==> config.mk <==
export PLATFORM = sky130hd
export DESIGN_NAME = blue_gain_ramp_curve
export DESIGN_NICKNAME = d
export VERILOG_FILES = /design/src/hw/rtl/bgrc_pkg.sv /design/src/hw/rtl/bgrc_div.sv /design/src/hw/rtl/blue_gain_ramp_curve.sv
export SDC_FILE = /design/constraint.sdc
export NUM_CORES = 2
export LEC_CHECK = 0
export BUFFER_PORTS_ARGS = -buffer_cell sky130_fd_sc_hd__buf_2
export CORE_MARGIN = 1.5
export CORE_UTILIZATION = 59
export CTS_CLUSTER_SIZE = 10
export DETAILED_ROUTE_END_ITERATION = 8
export PLACE_DENSITY_LB_ADDON = 0.25
export SETUP_SLACK_MARGIN = 0.02
export SLEW_MARGIN = 20
export SYNTH_ARGS = -nofsm -noshare
export SYNTH_HDL_FRONTEND = slang
export SYNTH_HIERARCHICAL = 1
export SYNTH_SLANG_ARGS = --single-unit
==> constraint.sdc <==
create_clock -name clock -period 11 [get_ports clock]
set_clock_uncertainty 0.2 [all_clocks]
set_input_delay 1.1 -clock clock [delete_from_list [all_inputs] [get_ports clock]]
set_output_delay 1.1 -clock clock [all_outputs]
set_load 0.02 [all_outputs]
==> src/hw/rtl/bgrc_pkg.sv <==
package bgrc_pkg;

   // Field and register widths
   localparam int VALUE_W    = 18;
   localparam int GAIN_W     = 16;
   localparam int START_W    = 8;
   localparam int LEVELS_W   = 13;
   localparam int CSR_IDX_W  = 2;
   localparam int CSR_DATA_W = 16;

   localparam logic [VALUE_W-1:0] VALUE_MAX = '1;

   // Top code of the 8-bit scale and full scale in percent
   localparam int CODE_MAX     = 255;
   localparam int PERCENT_FULL = 100;

   // Parameter defaults
   localparam int DEF_MAX_LEVELS      = 4096;
   localparam int DEF_VALUE_FRAC_BITS = 10;
   localparam int DEF_GAIN_FRAC_BITS  = 14;

   // Register reset values
   localparam logic [GAIN_W-1:0]   GAIN_RESET   = 16'd16384;
   localparam logic [START_W-1:0]  START_RESET  = 8'd236;
   localparam logic [LEVELS_W-1:0] LEVELS_RESET = 13'd256;

   typedef enum logic [CSR_IDX_W-1:0] {
      CSR_GAIN         = 2'd0,
      CSR_START        = 2'd1,
      CSR_EFF_LEVELS   = 2'd2,
      CSR_TOTAL_LEVELS = 2'd3
   } csr_reg_type;

endpackage

==> src/hw/rtl/bgrc_div.sv <==
module bgrc_div #(
   parameter int NUM_W = 31,
   parameter int DEN_W = bgrc_pkg::START_W
) (
   input  logic             clock,
   input  logic             reset,
   input  logic             start,
   input  logic [NUM_W-1:0] numer,
   input  logic [DEN_W-1:0] denom,
   output logic             done,
   output logic [NUM_W-1:0] quotient
);
   import bgrc_pkg::*;

   localparam int STEP_BITS = 2;
   localparam int PAD_W     = NUM_W + (NUM_W % STEP_BITS);
   localparam int ROUNDS    = PAD_W / STEP_BITS;
   localparam int CNT_W     = $clog2(ROUNDS + 1);

   logic             busy_ff;
   logic             done_ff;
   logic [CNT_W-1:0] cnt_ff;
   logic [DEN_W-1:0] rem_ff;
   logic [PAD_W-1:0] quo_ff;
   logic [DEN_W-1:0] den_ff;

   logic [DEN_W-1:0] rem_in;
   logic [PAD_W-1:0] quo_in;
   logic [DEN_W:0]   trial;

   // Two restoring steps per cycle: shift in a dividend bit, subtract if it fits
   always_comb begin
      rem_in = rem_ff;
      quo_in = quo_ff;
      trial  = '0;
      for (int i = 0; i < STEP_BITS; i++) begin
         trial  = {rem_in, quo_in[PAD_W-1]};
         quo_in = {quo_in[PAD_W-2:0], 1'b0};
         if (trial >= {1'b0, den_ff}) begin
            trial     = trial - {1'b0, den_ff};
            quo_in[0] = 1'b1;
         end
         rem_in = trial[DEN_W-1:0];
      end
   end

   always_ff @(posedge clock) begin
      if (reset) begin
         busy_ff <= 1'b0;
         done_ff <= 1'b0;
         cnt_ff  <= '0;
      end else begin
         done_ff <= !start && busy_ff && (cnt_ff == CNT_W'(1));
         if (start) begin
            busy_ff <= 1'b1;
            cnt_ff  <= CNT_W'(ROUNDS);
            rem_ff  <= '0;
            quo_ff  <= PAD_W'(numer);
            den_ff  <= denom;
         end else if (busy_ff) begin
            rem_ff <= rem_in;
            quo_ff <= quo_in;
            cnt_ff <= cnt_ff - CNT_W'(1);
            if (cnt_ff == CNT_W'(1)) begin
               busy_ff <= 1'b0;
            end
         end
      end
   end

   assign done     = done_ff;
   assign quotient = quo_ff[NUM_W-1:0];

endmodule

==> src/hw/rtl/blue_gain_ramp_curve.sv <==
// Channel | Direction | Handshake          | Payload
// req     | in        | req_valid/req_stall | req_first_of_curve, req_level_value
// rsp     | out       | rsp_valid/rsp_stall | rsp_level_index, rsp_adjusted_value,
//         |           |                     | rsp_last_of_curve
// csr     | in        | csr_valid/csr_ready | csr_index, csr_data
//
// One item at a time, with one multiplier shared by the gain and the ramp slope.
// A scaled level passes ST_DECIDE, ST_SCALE, ST_OUT; a ramp level passes
// ST_DECIDE, ST_DIV_START, ST_DIV_WAIT (2-bit-per-cycle serial divider), ST_OUT;
// a level past the effective count, or a ramp level with a zero divisor, passes
// ST_DECIDE, ST_OUT. The next item waits for ST_IDLE, after the result is taken.
// Reset is synchronous: registers return to their defaults and the level
// counter, ramp base and final value clear.
// req_stall stays high from accept until the result is taken on rsp.
module blue_gain_ramp_curve #(
   parameter int MAX_LEVELS      = bgrc_pkg::DEF_MAX_LEVELS,
   parameter int VALUE_FRAC_BITS = bgrc_pkg::DEF_VALUE_FRAC_BITS,
   parameter int GAIN_FRAC_BITS  = bgrc_pkg::DEF_GAIN_FRAC_BITS,
   localparam int IDX_W          = $clog2(MAX_LEVELS)
) (
   input  logic                            clock,
   input  logic                            reset,
   input  logic                            req_valid,
   output logic                            req_stall,
   input  logic                            req_first_of_curve,
   input  logic [bgrc_pkg::VALUE_W-1:0]    req_level_value,
   output logic                            rsp_valid,
   input  logic                            rsp_stall,
   output logic [IDX_W-1:0]                rsp_level_index,
   output logic [bgrc_pkg::VALUE_W-1:0]    rsp_adjusted_value,
   output logic                            rsp_last_of_curve,
   input  logic                            csr_valid,
   output logic                            csr_ready,
   input  logic [bgrc_pkg::CSR_IDX_W-1:0]  csr_index,
   input  logic [bgrc_pkg::CSR_DATA_W-1:0] csr_data
);
   import bgrc_pkg::*;

   localparam int CMP_W   = (IDX_W + 1 > LEVELS_W) ? IDX_W + 1 : LEVELS_W;
   localparam int FULL_W  = VALUE_FRAC_BITS + 7;
   localparam int DIFF_W  = (FULL_W > VALUE_W) ? FULL_W : VALUE_W;
   localparam int MUL_A_W = DIFF_W;
   localparam int MUL_B_W = (GAIN_W > IDX_W) ? GAIN_W : IDX_W;
   localparam int PROD_W  = MUL_A_W + MUL_B_W;
   localparam int QUO_W   = DIFF_W + IDX_W + 1;
   localparam int SCL_W   = PROD_W + 1;
   localparam logic [FULL_W-1:0] FULL_VALUE = FULL_W'(PERCENT_FULL) << VALUE_FRAC_BITS;

   typedef enum logic [2:0] {
      ST_IDLE,
      ST_DECIDE,
      ST_SCALE,
      ST_DIV_START,
      ST_DIV_WAIT,
      ST_OUT
   } state_type;

   // Configuration registers
   logic [GAIN_W-1:0]   gain_ff;
   logic [START_W-1:0]  start_ff;
   logic [LEVELS_W-1:0] eff_ff;
   logic [LEVELS_W-1:0] total_ff;

   state_type            state_ff;
   logic [IDX_W-1:0]     counter_ff;
   logic [VALUE_W-1:0]   ramp_base_ff;
   logic [VALUE_W-1:0]   final_ff;
   logic [IDX_W-1:0]     idx_ff;
   logic [VALUE_W-1:0]   value_ff;
   logic [PROD_W-1:0]    prod_ff;
   logic                 rsp_valid_ff;
   logic [IDX_W-1:0]     rsp_index_ff;
   logic [VALUE_W-1:0]   rsp_value_ff;
   logic                 rsp_last_ff;

   logic [START_W-1:0]   rem_code;
   logic [LEVELS_W-1:0]  split;
   logic [CMP_W-1:0]     idx_x;
   logic [CMP_W-1:0]     idx_p1;
   logic [CMP_W-1:0]     split_x;
   logic [CMP_W-1:0]     k_full;
   logic [IDX_W-1:0]     k;
   logic                 in_scale;
   logic                 in_ramp;
   logic [DIFF_W-1:0]    base_x;
   logic [DIFF_W-1:0]    full_x;
   logic                 ramp_up;
   logic [DIFF_W-1:0]    diff;
   logic [MUL_A_W-1:0]   mul_a;
   logic [MUL_B_W-1:0]   mul_b;
   logic [PROD_W-1:0]    product;
   logic [SCL_W-1:0]     scl_sum;
   logic [SCL_W-1:0]     scl_shift;
   logic [VALUE_W-1:0]   scaled;
   logic [QUO_W-1:0]     div_num;
   logic                 div_start;
   logic                 div_done;
   logic [QUO_W-1:0]     quo;
   logic [QUO_W:0]       up_sum;
   logic [VALUE_W-1:0]   ramp_res;

   assign csr_ready = 1'b1;

   always_ff @(posedge clock) begin
      if (reset) begin
         gain_ff  <= GAIN_RESET;
         start_ff <= START_RESET;
         eff_ff   <= LEVELS_RESET;
         total_ff <= LEVELS_RESET;
      end else if (csr_valid) begin
         case (csr_reg_type'(csr_index))
            CSR_GAIN:         gain_ff  <= csr_data[GAIN_W-1:0];
            CSR_START:        start_ff <= csr_data[START_W-1:0];
            CSR_EFF_LEVELS:   eff_ff   <= csr_data[LEVELS_W-1:0];
            CSR_TOTAL_LEVELS: total_ff <= csr_data[LEVELS_W-1:0];
            default: ;
         endcase
      end
   end

   // Split point: effective count minus ramp length, at least one
   assign rem_code = START_W'(CODE_MAX) - start_ff;
   assign split    = (eff_ff > LEVELS_W'(rem_code)) ? eff_ff - LEVELS_W'(rem_code)
                                                    : LEVELS_W'(1);

   assign idx_x    = CMP_W'(idx_ff);
   assign idx_p1   = idx_x + CMP_W'(1);
   assign split_x  = CMP_W'(split);
   assign in_scale = idx_x < split_x;
   assign in_ramp  = idx_x < CMP_W'(eff_ff);
   assign k_full   = idx_p1 - split_x;
   assign k        = k_full[IDX_W-1:0];

   assign base_x  = DIFF_W'(ramp_base_ff);
   assign full_x  = DIFF_W'(FULL_VALUE);
   assign ramp_up = full_x >= base_x;
   assign diff    = ramp_up ? full_x - base_x : base_x - full_x;

   // Shared multiplier: gain on the scaled side, ramp span times step on the ramp
   assign mul_a   = in_scale ? MUL_A_W'(value_ff) : diff;
   assign mul_b   = in_scale ? MUL_B_W'(gain_ff) : MUL_B_W'(k);
   assign product = PROD_W'(mul_a) * PROD_W'(mul_b);

   assign scl_sum   = SCL_W'(prod_ff) + (SCL_W'(1) << (GAIN_FRAC_BITS - 1));
   assign scl_shift = scl_sum >> GAIN_FRAC_BITS;
   assign scaled    = (scl_shift > SCL_W'(VALUE_MAX)) ? VALUE_MAX
                                                      : scl_shift[VALUE_W-1:0];

   // Add half the divisor so the floor division rounds to nearest
   assign div_num   = {1'b0, prod_ff[QUO_W-2:0]} + QUO_W'(rem_code >> 1);
   assign div_start = (state_ff == ST_DIV_START);

   bgrc_div #(
      .NUM_W (QUO_W),
      .DEN_W (START_W)
   ) u_div (
      .clock    (clock),
      .reset    (reset),
      .start    (div_start),
      .numer    (div_num),
      .denom    (rem_code),
      .done     (div_done),
      .quotient (quo)
   );

   assign up_sum = (QUO_W + 1)'(ramp_base_ff) + (QUO_W + 1)'(quo);

   always_comb begin
      if (ramp_up) begin
         ramp_res = (up_sum > (QUO_W + 1)'(VALUE_MAX)) ? VALUE_MAX : up_sum[VALUE_W-1:0];
      end else if (quo >= QUO_W'(ramp_base_ff)) begin
         ramp_res = '0;
      end else begin
         ramp_res = ramp_base_ff - quo[VALUE_W-1:0];
      end
   end

   always_ff @(posedge clock) begin
      if (reset) begin
         state_ff     <= ST_IDLE;
         counter_ff   <= '0;
         ramp_base_ff <= '0;
         final_ff     <= '0;
         rsp_valid_ff <= 1'b0;
      end else begin
         case (state_ff)
            ST_IDLE: begin
               if (req_valid) begin
                  idx_ff   <= req_first_of_curve ? '0 : counter_ff;
                  value_ff <= req_level_value;
                  state_ff <= ST_DECIDE;
               end
            end
            ST_DECIDE: begin
               counter_ff   <= idx_ff + IDX_W'(1);
               rsp_index_ff <= idx_ff;
               rsp_last_ff  <= (idx_p1 == CMP_W'(total_ff));
               prod_ff      <= product;
               if (in_scale) begin
                  state_ff <= ST_SCALE;
               end else if (in_ramp && rem_code != '0) begin
                  state_ff <= ST_DIV_START;
               end else if (in_ramp) begin
                  rsp_value_ff <= ramp_base_ff;
                  final_ff     <= ramp_base_ff;
                  rsp_valid_ff <= 1'b1;
                  state_ff     <= ST_OUT;
               end else begin
                  // past the effective count: repeat the last value
                  rsp_value_ff <= final_ff;
                  rsp_valid_ff <= 1'b1;
                  state_ff     <= ST_OUT;
               end
            end
            ST_SCALE: begin
               rsp_value_ff <= scaled;
               final_ff     <= scaled;
               if (idx_p1 == split_x) begin
                  ramp_base_ff <= scaled;
               end
               rsp_valid_ff <= 1'b1;
               state_ff     <= ST_OUT;
            end
            ST_DIV_START: begin
               state_ff <= ST_DIV_WAIT;
            end
            ST_DIV_WAIT: begin
               if (div_done) begin
                  rsp_value_ff <= ramp_res;
                  final_ff     <= ramp_res;
                  rsp_valid_ff <= 1'b1;
                  state_ff     <= ST_OUT;
               end
            end
            ST_OUT: begin
               if (!rsp_stall) begin
                  rsp_valid_ff <= 1'b0;
                  state_ff     <= ST_IDLE;
               end
            end
            default: state_ff <= ST_IDLE;
         endcase
      end
   end

   assign req_stall          = (state_ff != ST_IDLE);
   assign rsp_valid          = rsp_valid_ff;
   assign rsp_level_index    = rsp_index_ff;
   assign rsp_adjusted_value = rsp_value_ff;
   assign rsp_last_of_curve  = rsp_last_ff;

endmodule

==> impl_metrics.toml <==
[cts]
root_buffer = "clkbuf_16"
cts_buffers = 34
insertion_delay_ns = 0.54
cts_num_sinks = 252
cts.path.max_buffers = 3
htreeDepth = 2
cts_tree = "done"
clk_pin_slew_ns = 0.05

[critical_path]
critPathRequiredTime_ns = 11.08
critPathLaunchType = "flip-flop"
rr_worst_depth = 42
crit_slowest_cell = "fa_1"
startpoint = "start_ff[0]"
rrSetupSlack_ns = 0.47
reg2reg_from = "start_ff[0]"
end_kind = "flip-flop"
crit_path_end = "prod_ff[30]"
arrival_ns = 10.61
crit_top_cell = "fa_1"
critical_path_class = "reg -> reg"
max_stage_delay_ns = 0.55
crit_fanout = 12
r2r_end = "prod_ff[30]"

[drt]
postRouteAntennaNets = 0
wl_per_cell_um = 20.7
wl_met2_um = 34800
wl_met1_um = 32400
drc = 0
vias = 21500
wl_um = 75200
top_layer = "met4"
route.met3.wl_um = 5200
vias_per_cell = 5.91
first_pass_iters = 5
drt_iter0_markers = 1812

[yosys]
async_reset_ff_share_pct = 0
ys_ff_latch = 252
synth_ff_type = "edfxtp_1"
seq_area_frac_synth_pct = 24.4
syn_avg_cell_area_um2 = 8.87
synth_edf_count = 143
netlist_instances = 2985
ys_warn_count = 6
ys_types = 103
syn_nets = 3488
synthesis.area_mm2 = 0.0265

[global_routing]
track_usage_pct = 32.7
grt-ovfl-total = 0
grt_antenna_before_repair = 0
grt_pass1_wl_um = 118000
grt_pass1_vias = 21500
grt_max_degree = 90

[die]
die_y_um = 215
coreArea_mm2 = 0.0442
die_w_um = 215
rows = 77
initial_utilization_pct = 59.9
io_pins = 76
dieArea_mm2 = 0.0462

[power]
irDropWorstVdd_mv = 0.273
power.leakage_nw = 12.8
p_per_area_mw_per_mm2 = 251

[sta]
hold_viol_final = 0
tightestPinTransition_ns = 1.09
finalSetupViolations = 0
fin_tns_setup_ns = 0
relSlewSlack_pct = 26.8
fin_crit_sh_pct = 95.7
layout_setup_ws_ns = 0.473
min_period_ns = 10.53
finalMaxSlewViolations = 0
max_clock_freq_mhz = 95.0

[final_layout]
diodes = 0
design_area_mm2 = 0.0288
areaGrowthSynthToFinish_pct = 8.72
fin_util_pct = 65.1
multiInputGateArea_mm2 = 0.0180
nNetsFinal = 3526
fin_cells = 3639
ff_latch_area_mm2 = 0.00648
drive_gt1_share_pct = 10.3
nFillCells = 3666

[status]
status = "completed"

[hold_path]
hold_path_class = "reg -> reg"

[placement]
placed_cell_area_mm2 = 0.0274
portBuffers = 74
gp_congestion = 1.01
hpwlAfterDp_um = 59600
numPlacedInstances = 3563
dp_slack_ns = -0.182

[job]
maxCapViolCount = 0
## kinds of logic (layout without fill, tap and decap cells)
kind of cell,count (synthesis),count (layout),share of synthesized area [%]
buffers and inverters,531,593,8.23
XOR/XNOR,159,159,5.26
other,1,1,0.0142
flip-flops,252,252,24.4
AND/OR/NAND/NOR,973,973,17.0
multiplexers,79,79,3.22
AO/OA/AOI/OAI,529,529,13.6
adder cells (fa/ha/maj),461,461,28.3
## synth_stat cells (15+ instances only)
| library cell | number | area share [%] |
|---|---|---|
| and2_1 | 27 | 0.64 |
| o21ai_0 | 79 | 1.5 |
| a211oi_1 | 31 | 0.88 |
| ha_1 | 232 | 11 |
| buf_4 | 36 | 1.0 |
| nand3_1 | 50 | 0.94 |
| fa_1 | 229 | 17 |
| o21bai_1 | 15 | 0.43 |
| and3_1 | 61 | 1.4 |
| nor2b_1 | 39 | 0.92 |
| inv_1 | 389 | 5.5 |
| a21o_1 | 34 | 0.96 |
| or2_2 | 17 | 0.40 |
| nand4_1 | 23 | 0.54 |
| edfxtp_1 | 143 | 16 |
| xnor2_1 | 106 | 3.5 |
| clkbuf_1 | 80 | 1.1 |
| nor3_1 | 37 | 0.70 |
| buf_2 | 17 | 0.32 |
| nor2_1 | 267 | 3.8 |
| dfxtp_1 | 109 | 8.2 |
| nand2_1 | 362 | 5.1 |
| a21oi_1 | 187 | 3.5 |
| mux2_2 | 45 | 1.9 |
| o21a_1 | 28 | 0.79 |
| xor2_1 | 53 | 1.8 |
| mux2i_1 | 33 | 1.2 |
| nand2b_1 | 29 | 0.68 |
## per-layer routing
layer | global-route usage (%) | vias to the layer above
met1 | 44.1 | 10500
met5 | 0 | -
met4 | 12.5 | 0
li1 | - | 10100
met2 | 53.5 | 791
met3 | 4.85 | 135
## power by group
part	leakage [nW]	internal [mW]	switching, mW
clock network	0.547	0.706	0.422
logic	10.1	1.98	2.71
registers	2.20	1.30	0.120
## layout by cell type, fill, tap and decap left out, types with 53 or more instances in the layout
cell type | synthesis | routed
xnor2_1 | 106 | 105
edfxtp_1 | 143 | 143
buf_4 | 36 | 61
nand2_1 | 362 | 361
nor2_1 | 267 | 266
inv_1 | 389 | 389
a21oi_1 | 187 | 186
o21ai_0 | 79 | 76
ha_1 | 232 | 232
fa_1 | 229 | 229
xor2_1 | 53 | 53
buf_2 | 17 | 73
dfxtp_1 | 109 | 108
and3_1 | 61 | 61
## registers in the layout, indices dropped and copies added (netlist names)
signal / flops
prod_ff: 34
u_div/quo_ff: 32
base_x: 18
final_ff: 18
rsp_adjusted_value: 18
value_ff: 18
gain_ff: 16
eff_ff: 13
total_ff: 13
counter_ff: 12
idx_ff: 12
rsp_level_index: 12
start_ff: 8
u_div/den_ff: 8
u_div/rem_ff: 8
u_div/cnt_ff: 5
state_ff: 3
rsp_last_of_curve: 1
rsp_valid: 1
u_div/busy_ff: 1
u_div/done: 1
## worst max-delay path: cells and delay by family (launching register included)
| kind | cells | cell delay (ns) |
|---|---|---|
| simple gates | 5 | 0.62 |
| compound gates | 17 | 3.54 |
| xor+xnor | 2 | 0.24 |
| fa+ha+maj | 10 | 4.22 |
| mux | 1 | 0.44 |
| buf+inv | 7 | 0.67 |
| flops | 1 | 0.32 |
## layout make-up
class                      instances  share of cell area [%]
clock buffer                      54                    3.54
clock inverter                     6                   0.387
inverter                         392                    5.11
multi-input combinational       2202                    62.5
sequential                       252                    22.5
tap                              592                    2.57
timing repair buffer             141                    3.42
## repair_timing
item,4_1_cts,5_1_grt
endpoints found under the setup margin,3,10
setup buffers,0,13
pin swaps,1,2
gates cloned,1,2
resized for setup,5,17
hold buffers,0,0
## per-stage QoR
stage | total power, mW | hold slack (ns)
finish | 7.24 | 0.260
global route | 7.93 | 0.280
CTS | 7.17 | 0.256
detailed placement | 5.99 | 0.249
global placement | 5.81 | 0.249
floorplan | 4.90 | 0.236
## how the worst min path moves through the flow
stage	to	depth (start not counted)	slack, ns	from
floorplan	gain_ff[4]	2	0.24	gain_ff[4]
global placement	gain_ff[1]	2	0.25	gain_ff[1]
detailed placement	gain_ff[5]	2	0.25	gain_ff[5]
CTS	gain_ff[5]	2	0.26	gain_ff[5]
global route	total_ff[12]	2	0.28	total_ff[12]
finish	gain_ff[1]	2	0.26	gain_ff[1]
Power figures use the tool's default switching activity.
